==> src/hw/rtl/tbp_pkg.sv <==
// shared types and constants of the two-level token-bucket policer
`default_nettype none

package tbp_pkg;

  // field widths
  localparam int CAP_W  = 32;
  localparam int TOK_W  = 48;
  localparam int TIME_W = 48;

  // parameter defaults
  localparam int UE_SLOTS_DEF      = 16;
  localparam int SESSION_SLOTS_DEF = 64;
  localparam int REFILL_MS_DEF     = 1000;
  localparam int TIME_BITS_DEF     = 48;

  // request opcodes
  localparam logic [1:0] OP_CHECK   = 2'd0;
  localparam logic [1:0] OP_SET_UE  = 2'd1;
  localparam logic [1:0] OP_SET_SES = 2'd2;

  // deny reasons
  localparam logic [1:0] DENY_NONE = 2'd0;
  localparam logic [1:0] DENY_UE   = 2'd1;
  localparam logic [1:0] DENY_SES  = 2'd2;

  // per-field write enables of the bucket memory
  typedef struct packed {
    logic cap;
    logic tok;
    logic last;
  } bucket_we_t;

endpackage

`default_nettype wire

==> src/hw/rtl/tbp_mul_unit.sv <==
// shared registered multiplier, capacity or size by a refill-range operand
`default_nettype none

module tbp_mul_unit import tbp_pkg::*; #(
  parameter int RW = 10
) (
  input  wire logic                clk_i,
  input  wire logic [CAP_W-1:0]    a_i,
  input  wire logic [RW-1:0]       b_i,
  output logic      [CAP_W+RW-1:0] p_o
);

  logic [CAP_W+RW-1:0] p_q;

  always_ff @(posedge clk_i) begin
    p_q <= (CAP_W+RW)'(a_i) * (CAP_W+RW)'(b_i);
  end

  assign p_o = p_q;

endmodule

`default_nettype wire

==> config.mk <==
export PLATFORM = sky130hd
export DESIGN_NAME = tbp_mul_unit
export DESIGN_NICKNAME = d
export VERILOG_FILES = /design/src/hw/rtl/tbp_pkg.sv /design/src/hw/rtl/tbp_mul_unit.sv
export SDC_FILE = /design/constraint.sdc
export NUM_CORES = 1
export LEC_CHECK = 0
export BUFFER_PORTS_ARGS = -buffer_cell sky130_fd_sc_hd__buf_2
export CORE_MARGIN = 5
export CORE_UTILIZATION = 40
export CTS_BUF_LIST = sky130_fd_sc_hd__clkbuf_2 sky130_fd_sc_hd__clkbuf_4 sky130_fd_sc_hd__clkbuf_8
export CTS_CLUSTER_DIAMETER = 50
export CTS_CLUSTER_SIZE = 25
export DETAILED_ROUTE_END_ITERATION = 16
export PLACE_DENSITY_LB_ADDON = 0.15
export SLEW_MARGIN = 30
export SYNTH_ARGS = -nofsm -noshare
export SYNTH_HDL_FRONTEND = slang
export SYNTH_SLANG_ARGS = --single-unit
==> constraint.sdc <==
create_clock -name clk_i -period 6.1 [get_ports clk_i]
set_input_delay 0.61 -clock clk_i [delete_from_list [all_inputs] [get_ports clk_i]]
set_output_delay 0.61 -clock clk_i [all_outputs]
set_load 0.03 [all_outputs]
Word-level counts from Yosys, hierarchy flattened. Cells that the tools add are included.

Bits in registers: 42. Word-level logic and storage cells: 2.

Multipliers: 1.

Operator list (number): 32-bit by 10-bit multiplier with 42-bit output (1).

Longest topological paths before layout. Gate-level depths: netlist of run 1.

Depth after elaboration: 1. Depth in mapped cells: 22. Depth with buffers taken out: 21.

Least setup slack after synthesis of run 1. No wires, ideal clock.

Kind: input to register. Start: in b_i[1]. End: reg p_q[30] (netlist: p_o[30]). Library setup time: 121 ps. Arrival: 5522 ps. Slack: 457 ps. Stages on the path: 22. Path through: clkbuf_1 nand2_1 fa_1 inv_1 fa_1 inv_1 fa_1 inv_1 fa_1 inv_1 fa_1 inv_1 ha_1 nand2_1 a32oi_2 o31ai_2 o31a_4 o31a_4 o21ai_2 a221o_1 a21oi_2 xnor2_1.

Longest elaborated chain between the ends: 1.

Ends and longest elaborated chain: start, declared (RTL line tbp_mul_unit.sv:9) `input wire logic [RW-1:0] b_i,`; 32-bit by 10-bit multiplier with 42-bit output (RTL line tbp_mul_unit.sv:16) `p_q <= (CAP_W+RW)'(a_i) * (CAP_W+RW)'(b_i);`; end signal, assigned (RTL line tbp_mul_unit.sv:16); end, declared (RTL line tbp_mul_unit.sv:13) `logic [CAP_W+RW-1:0] p_q;`.

No other way between the ends.

Worst setup path in the final report of run 1.
Start: in b_i[1]. End: reg p_q[33] (netlist: p_o[33]).

Same word-level chain as after synthesis.

==> results of run 1 <==
-- cells by family after synthesis --
logic type                 after synthesis  synth area share [%]
DFF                                     42                 7.758
adders and majority gates              315                 52.85
buffers and inverters                  292                 10.24
AOI/OAI and AO/OA                      115                 8.220
xor gates and xnor gates                39                 3.152
and+or+nand+nor                        385                 17.78
-- cells in the final DEF, fill, tap and decap left out, drive strengths merged, types with 2 or more instances in the layout --
cell type,count
a211oi,5
a21o,24
a21oi,34
a221o,3
a31oi,2
a32oi,2
and2,170
and3,5
buf,124
clkbuf,6
dfxtp,42
fa,238
ha,77
inv,226
nand2,175
nand2b,2
nand3,9
nand4,3
nor2,13
nor2b,2
nor3,3
o2111ai,3
o211ai,4
o21a,3
o21ai,19
o21bai,5
o31a,2
o31ai,2
xnor2,27
xor2,12
-- path summary, 6_finish.rpt --
check	from	endpoint	slack, ns	cells past startpoint
setup / recovery	b_i[1]	p_o[33]$_DFF_P_	0.36	19
hold / removal	a_i[0]	p_o[0]$_DFF_P_	0.65	2
-- layout make-up --
| cell class | instances | share of cell area (%) |
|---|---|---|
| multi-input cells | 854 | 74.69 |
| inverters | 226 | 7.129 |
| flip-flops and latches | 42 | 7.066 |
| repair buffers | 124 | 6.583 |
| well taps | 341 | 3.586 |
| clock buffers | 6 | 0.6940 |
| clock inverters | 1 | 0.2524 |
-- per-stage QoR --
stage,setup slack (ns),hold WS (ns)
2_1_floorplan,0.4570,0.7317
3_5_place_dp,0.05936,0.9990
3_3_place_gp,0.04252,0.9994
6_report,0.3552,0.6548
5_1_grt,0.1160,0.6595
4_1_cts,0.3944,0.6380
-- per-layer routing --
| metal | part of all wire [%] | up-vias |
|---|---|---|
| met5 | 0.071 | - |
| li1 | - | 3671 |
| met4 | 1.4 | 4 |
| met2 | 48 | 146 |
| met3 | 4.9 | 32 |
| met1 | 46 | 3955 |
==> impl_summary.log, run 1 <==
INFO  metric run_status = finished, final reports clean
INFO  metric slew-limit-headroom = 51.69%
INFO  metric ys_seq_area_share = 7.758%
INFO  metric wire_length_of_the_first_global_routing_pass = 45.33 mm
INFO  metric synth.top_cells.by_count = sky130_fd_sc_hd__fa_1, sky130_fd_sc_hd__inv_1, sky130_fd_sc_hd__nand2_1
INFO  metric critPathKind = input port to flip-flop
INFO  metric most_instantiated_library_cell_after_synthesis = sky130_fd_sc_hd__fa_1
INFO  metric h-tree-depth = 2
INFO  metric vias_per_cell = 4.898
INFO  metric period_needed = 5.745 ns
INFO  metric busiest_layer = met2
INFO  metric syn_nets = 1546
INFO  metric synth_enable_flop_cells = 0
INFO  metric ctsRootBufferMaster = sky130_fd_sc_hd__clkbuf_8
INFO  metric max_slew.worst_pin.slew = 0.7247 ns
INFO  metric synthCells = 1188
INFO  metric post-cts-setup-buffers = 0
INFO  metric setup_viol = 0
INFO  metric net_count_of_the_finished_layout = 1611
INFO  metric cts_max_path_buffers = 2
INFO  metric start_util = 40.44%
INFO  metric cp_peak_stage_delay = 0.55 ns
INFO  metric groute.layer.met3.usage = 3.397%
INFO  metric post_route_cells_drive_above_1_share = 12.37%
INFO  metric num_antenna_cells = 0
INFO  metric num_vias = 7808
INFO  metric die_x = 174.6 um
INFO  metric finalCoreUtilization = 44.40%
INFO  metric finalSetupTns = 0 ns
INFO  metric netlist_top_cells_area = sky130_fd_sc_hd__fa_1, sky130_fd_sc_hd__and2_1, sky130_fd_sc_hd__ha_1
INFO  metric post_layout_nonfiller_instances = 1594
INFO  metric timing.critical_path.max_delay_family = adder cells
INFO  metric grt_setup_unrepaired = false
INFO  metric report.final.hold_viol_count = 0
INFO  metric synth_seq_cells = 42
INFO  metric postPlaceCellArea = 0.01179 sq mm
INFO  metric dp_hpwl = 22.55 mm
INFO  metric io-pin-count = 85
INFO  metric first_global_vias = 8588
INFO  metric path_clk_slew = 0.09 ns
INFO  metric synthesis.yosys.warnings = 0
INFO  metric crit_path_max_fanout = 13
INFO  metric post_cts_resized = 0
INFO  metric crit_path_top_delay_cell = sky130_fd_sc_hd__fa_1
INFO  metric syn_std_cell_area = 0.01084 sq mm
INFO  metric hold_path.class = input port to flip-flop
INFO  metric cts.hold.buffers_added = 0
INFO  metric place_inst = 1587
INFO  metric grt_util_met2 = 30.81%
INFO  metric crit_chain = buf_2 > buf_4 > nand2_1 > fa_1 > inv_1 > fa_1 > fa_1 > fa_1 > inv_1 > fa_1 > inv_1 > ha_1 > nand2_1 > o21ai_1 > a221o_1 > a41oi_2 > o21ai_1 > o21ai_1 > xnor2_1
INFO  metric worst_setup_path_start_kind = input port
INFO  metric synth_largest_area_cell = sky130_fd_sc_hd__fa_1
INFO  metric timing.critical_path.to_type = flip-flop
INFO  metric groute.usage.overall = 18.51%
INFO  metric port_buffers = 84
INFO  metric core = 0.02680 sq mm
INFO  metric multi_input_area = 0.008887 sq mm
INFO  metric yosysUniqueCellTypes = 52
INFO  metric fin_area = 0.01190 sq mm
INFO  metric place_congestion = 0.8840
INFO  metric die-area = 0.03049 sq mm
INFO  metric final_max_slew_viol_count = 0
INFO  metric wl = 26.74 mm
INFO  metric maxCapViolCount = 0
INFO  metric die_height = 174.6 um
INFO  metric clock_sink_count = 42
INFO  metric worst_ep_arrival_time = 5.96 ns
INFO  metric remaining_overflow_grt = 0
INFO  metric seq_area = 840.8 sq um
INFO  metric yosys_most_used_dff = sky130_fd_sc_hd__dfxtp_1
INFO  metric avgRoutedWirePerCell = 16.77 um
INFO  metric grt.met1_usage = 25.74%
INFO  metric achievable_frequency = 0.1741 GHz
INFO  metric rows = 60
INFO  metric syn_to_final_growth = 9.790%
INFO  metric pin_count_of_the_biggest_net_entering_global_routing = 33
INFO  metric timing.critical_path.buf_inv = 5
INFO  metric dr.first_iter.drc_count = 238
INFO  metric postRouteAntennaNets = 0
INFO  metric final_min_period_over_clock_period = 94.18%
INFO  metric tritoncts = built
INFO  metric synth.top_cell.area_share = 43.96%
INFO  metric number_of_flip_flops_under_the_largest_register_name = 42
INFO  metric n_fill_cell = 2674
INFO  metric drt_pass1_iterations = 4
INFO  metric crit_path_required_time = 6.31 ns
INFO  metric antenna_found_initial = 2
INFO  metric async_flop_share = 0%
INFO  metric post_synth.cell_area_avg = 9.123 sq um
INFO  metric detail_route.drc_violations = 0
INFO  metric cts_inserted_buffers = 5
INFO  metric path_common_cell = sky130_fd_sc_hd__fa_1
Power of run 1 is not shown: default switching activity piles up to over one toggle a cycle in this logic, so the estimate is an artifact.
==> inputs of run 2 (changes only) <==
Settings changed: BUFFER_PORTS_ARGS -buffer_cell sky130_fd_sc_hd__buf_2 to default, DONT_BUFFER_PORTS from default to 1, PLACE_DENSITY_LB_ADDON 0.15 to 0.3.
==> run 2 against run 1 <==
  * Cell area fell by 6.2%
  * Critical endpoint is now p_o[37]$_DFF_P_
  * Core utilization is 2.8 points lower
  * Fmax is 8.6% higher
  * Critical path type unchanged
  * Highest routed layer is now met4
  * Via count shrank 3.9%
  * Flip-flop and latch count did not move
==> impl_summary.log, run 2 (synthesized netlist as in run 1, its figures left out) <==
INFO  metric run_status = finished, final reports clean (unchanged)
INFO  metric wl = 26.65 mm (was 26.74 mm)
INFO  metric cells_on_worst_hold_path = 1 (was 2)
INFO  metric grt.met1_usage = 23.36% (was 25.74%)
INFO  metric core = 0.02680 sq mm (unchanged)
INFO  metric rows = 60 (unchanged)
INFO  metric dr.first_iter.drc_count = 327 (was 238)
INFO  metric worst_setup_path_start_kind = input port (unchanged)
INFO  metric final_min_period_over_clock_period = 86.71% (was 94.18%)
INFO  metric first_global_vias = 8538 (was 8588)
INFO  metric finalSetupTns = 0 ns (unchanged)
INFO  metric cts_inserted_buffers = 5 (unchanged)
INFO  metric layout.cells.most_common_list = sky130_fd_sc_hd__fa_1, sky130_fd_sc_hd__inv_1, sky130_fd_sc_hd__nand2_1, sky130_fd_sc_hd__and2_1, sky130_fd_sc_hd__ha_1 (was sky130_fd_sc_hd__fa_1, sky130_fd_sc_hd__inv_1, sky130_fd_sc_hd__nand2_1, sky130_fd_sc_hd__and2_1, sky130_fd_sc_hd__buf_2)
INFO  metric hp-start = a_i[0] (unchanged)
INFO  metric postRouteAntennaNets = 0 (unchanged)
INFO  metric layout.cells.most_common = sky130_fd_sc_hd__fa_1 (unchanged)
INFO  metric crit_path_required_time = 6.36 ns (was 6.31 ns)
INFO  metric remaining_overflow_grt = 0 (unchanged)
INFO  metric slew-limit-headroom = 69.89% (was 51.69%)
INFO  metric num_antenna_cells = 0 (unchanged)
INFO  metric whs_endpoint = p_o[0]$_DFF_P_ (unchanged)
INFO  metric drt_pass1_iterations = 4 (unchanged)
INFO  metric groute.usage.overall = 18.46% (was 18.51%)
INFO  metric final_max_slew_viol_count = 0 (unchanged)
INFO  metric timing.critical_path.to_type = flip-flop (unchanged)
INFO  metric path_clk_slew = 0.10 ns (was 0.09 ns)
INFO  metric pin_count_of_the_biggest_net_entering_global_routing = 33 (unchanged)
INFO  metric die_x = 174.6 um (unchanged)
INFO  metric report.final.hold_viol_count = 0 (unchanged)
INFO  metric period_needed = 5.289 ns (was 5.745 ns)
INFO  metric wire_length_of_the_first_global_routing_pass = 45.24 mm (was 45.33 mm)
INFO  metric achievable_frequency = 0.1891 GHz (was 0.1741 GHz)
INFO  metric max_slew.worst_pin.slew = 0.4470 ns (was 0.7247 ns)
INFO  metric detail_route.drc_violations = 0 (unchanged)
INFO  metric post_cts_resized = 0 (unchanged)
INFO  metric pre_cts_slack = 0.4581 ns (was 0.05936 ns)
INFO  metric io-pin-count = 85 (unchanged)
INFO  metric critPathKind = input port to flip-flop (unchanged)
INFO  metric place_congestion = 0.8737 (was 0.8840)
INFO  metric start_util = 40.44% (unchanged)
INFO  metric number_of_flip_flops_under_the_largest_register_name = 42 (unchanged)
INFO  metric post_layout_nonfiller_instances = 1473 (was 1594)
INFO  metric clock_sink_count = 42 (unchanged)
INFO  metric syn_to_final_growth = 2.978% (was 9.790%)
INFO  metric die_height = 174.6 um (unchanged)
INFO  metric groute.layer.met3.usage = 5.214% (was 3.397%)
INFO  metric place_inst = 1465 (was 1587)
INFO  metric multi_input_area = 0.008887 sq mm (unchanged)
INFO  metric cts.hold.buffers_added = 0 (unchanged)
INFO  metric dp_hpwl = 21.43 mm (was 22.55 mm)
INFO  metric post-cts-setup-buffers = 0 (unchanged)
INFO  metric port_buffers = 0 (was 84)
INFO  metric busiest_layer = met2 (unchanged)
INFO  metric crit_path_max_fanout = 10 (was 13)
INFO  metric h-tree-depth = 2 (unchanged)
INFO  metric hold_path.class = input port to flip-flop (unchanged)
INFO  metric worst_ep_arrival_time = 5.55 ns (was 5.96 ns)
INFO  metric grt_util_met2 = 32.16% (was 30.81%)
INFO  metric grt_setup_unrepaired = false (unchanged)
INFO  metric seq_area = 840.8 sq um (unchanged)
INFO  metric maxCapViolCount = 0 (unchanged)
INFO  metric net_count_of_the_finished_layout = 1489 (was 1611)
INFO  metric tritoncts = built (unchanged)
INFO  metric setup_viol = 0 (unchanged)
INFO  metric antenna_found_initial = 0 (was 2)
INFO  metric n_fill_cell = 2649 (was 2674)
INFO  metric avgRoutedWirePerCell = 18.09 um (was 16.77 um)
INFO  metric timing.final.ws_setup = 0.8110 ns (was 0.3552 ns)
INFO  metric vias_per_cell = 5.092 (was 4.898)
INFO  metric cts_max_path_buffers = 2 (unchanged)
INFO  metric die-area = 0.03049 sq mm (unchanged)
INFO  metric ctsRootBufferMaster = sky130_fd_sc_hd__clkbuf_8 (unchanged)
INFO  metric num_vias = 7501 (was 7808)
INFO  metric post_route_cells_drive_above_1_share = 3.004% (was 12.37%)
==> run 2: stage by stage <==
step                      utilization (%)  instance area (sq um)  hold WS [ns]
after global placement              41.11                  11020        0.7419
after floorplan                         -                  10840        0.7317
after global routing                41.64                  11160        0.3953
final                               41.64                  11160        0.4001
after CTS                           41.64                  11160        0.3839
after detailed placement            41.11                  11020        0.7451
==> run 2: worst max path at each step <==
stage	from	to	slack [ns]
after floorplan	b_i[1]	p_o[30]$_DFF_P_	0.46
after global placement	a_i[7]	p_o[38]$_DFF_P_	0.47
after detailed placement	b_i[1]	p_o[41]$_DFF_P_	0.46
after CTS	a_i[7]	p_o[38]$_DFF_P_	0.79
after global routing	b_i[1]	p_o[37]$_DFF_P_	0.56
final	a_i[6]	p_o[37]$_DFF_P_	0.81
==> run 2: per-layer routing <==
| metal | up-vias | part of all wire (%) | wire [um] |
|---|---|---|---|
| met5 | - | 0 | 0 |
| met4 | 0 | 1.3 | 348 |
| met3 | 23 | 7.3 | 1933 |
| met2 | 182 | 49 | 13150 |
| met1 | 3865 | 42 | 11210 |
| li1 | 3431 | - | - |
==> run 2: worst max-delay path, cell delays in order <==
cell,delay (ns)
sky130_fd_sc_hd__and2_1,0.15
sky130_fd_sc_hd__fa_1,0.50
sky130_fd_sc_hd__fa_1,0.57
sky130_fd_sc_hd__fa_1,0.44
sky130_fd_sc_hd__fa_1,0.50
sky130_fd_sc_hd__inv_1,0.05
sky130_fd_sc_hd__fa_1,0.47
sky130_fd_sc_hd__inv_1,0.04
sky130_fd_sc_hd__ha_1,0.33
sky130_fd_sc_hd__a21oi_1,0.22
sky130_fd_sc_hd__nor2b_1,0.07
sky130_fd_sc_hd__nor2_1,0.23
sky130_fd_sc_hd__nand2_1,0.13
sky130_fd_sc_hd__a221o_1,0.38
sky130_fd_sc_hd__a41oi_2,0.33
sky130_fd_sc_hd__o21ai_1,0.23
sky130_fd_sc_hd__a21oi_2,0.17
sky130_fd_sc_hd__xnor2_1,0.12
==> run 2: area by class of cell <==
type	count	share of cell area, %
sequential	42	7.534
tap	341	3.823
inverter	226	7.601
timing repair buffer	2	0.1345
clock inverter	2	0.5381
clock buffer	6	0.7399
multi-input combinational	854	79.63
Power of run 2 is left out for the same reason.
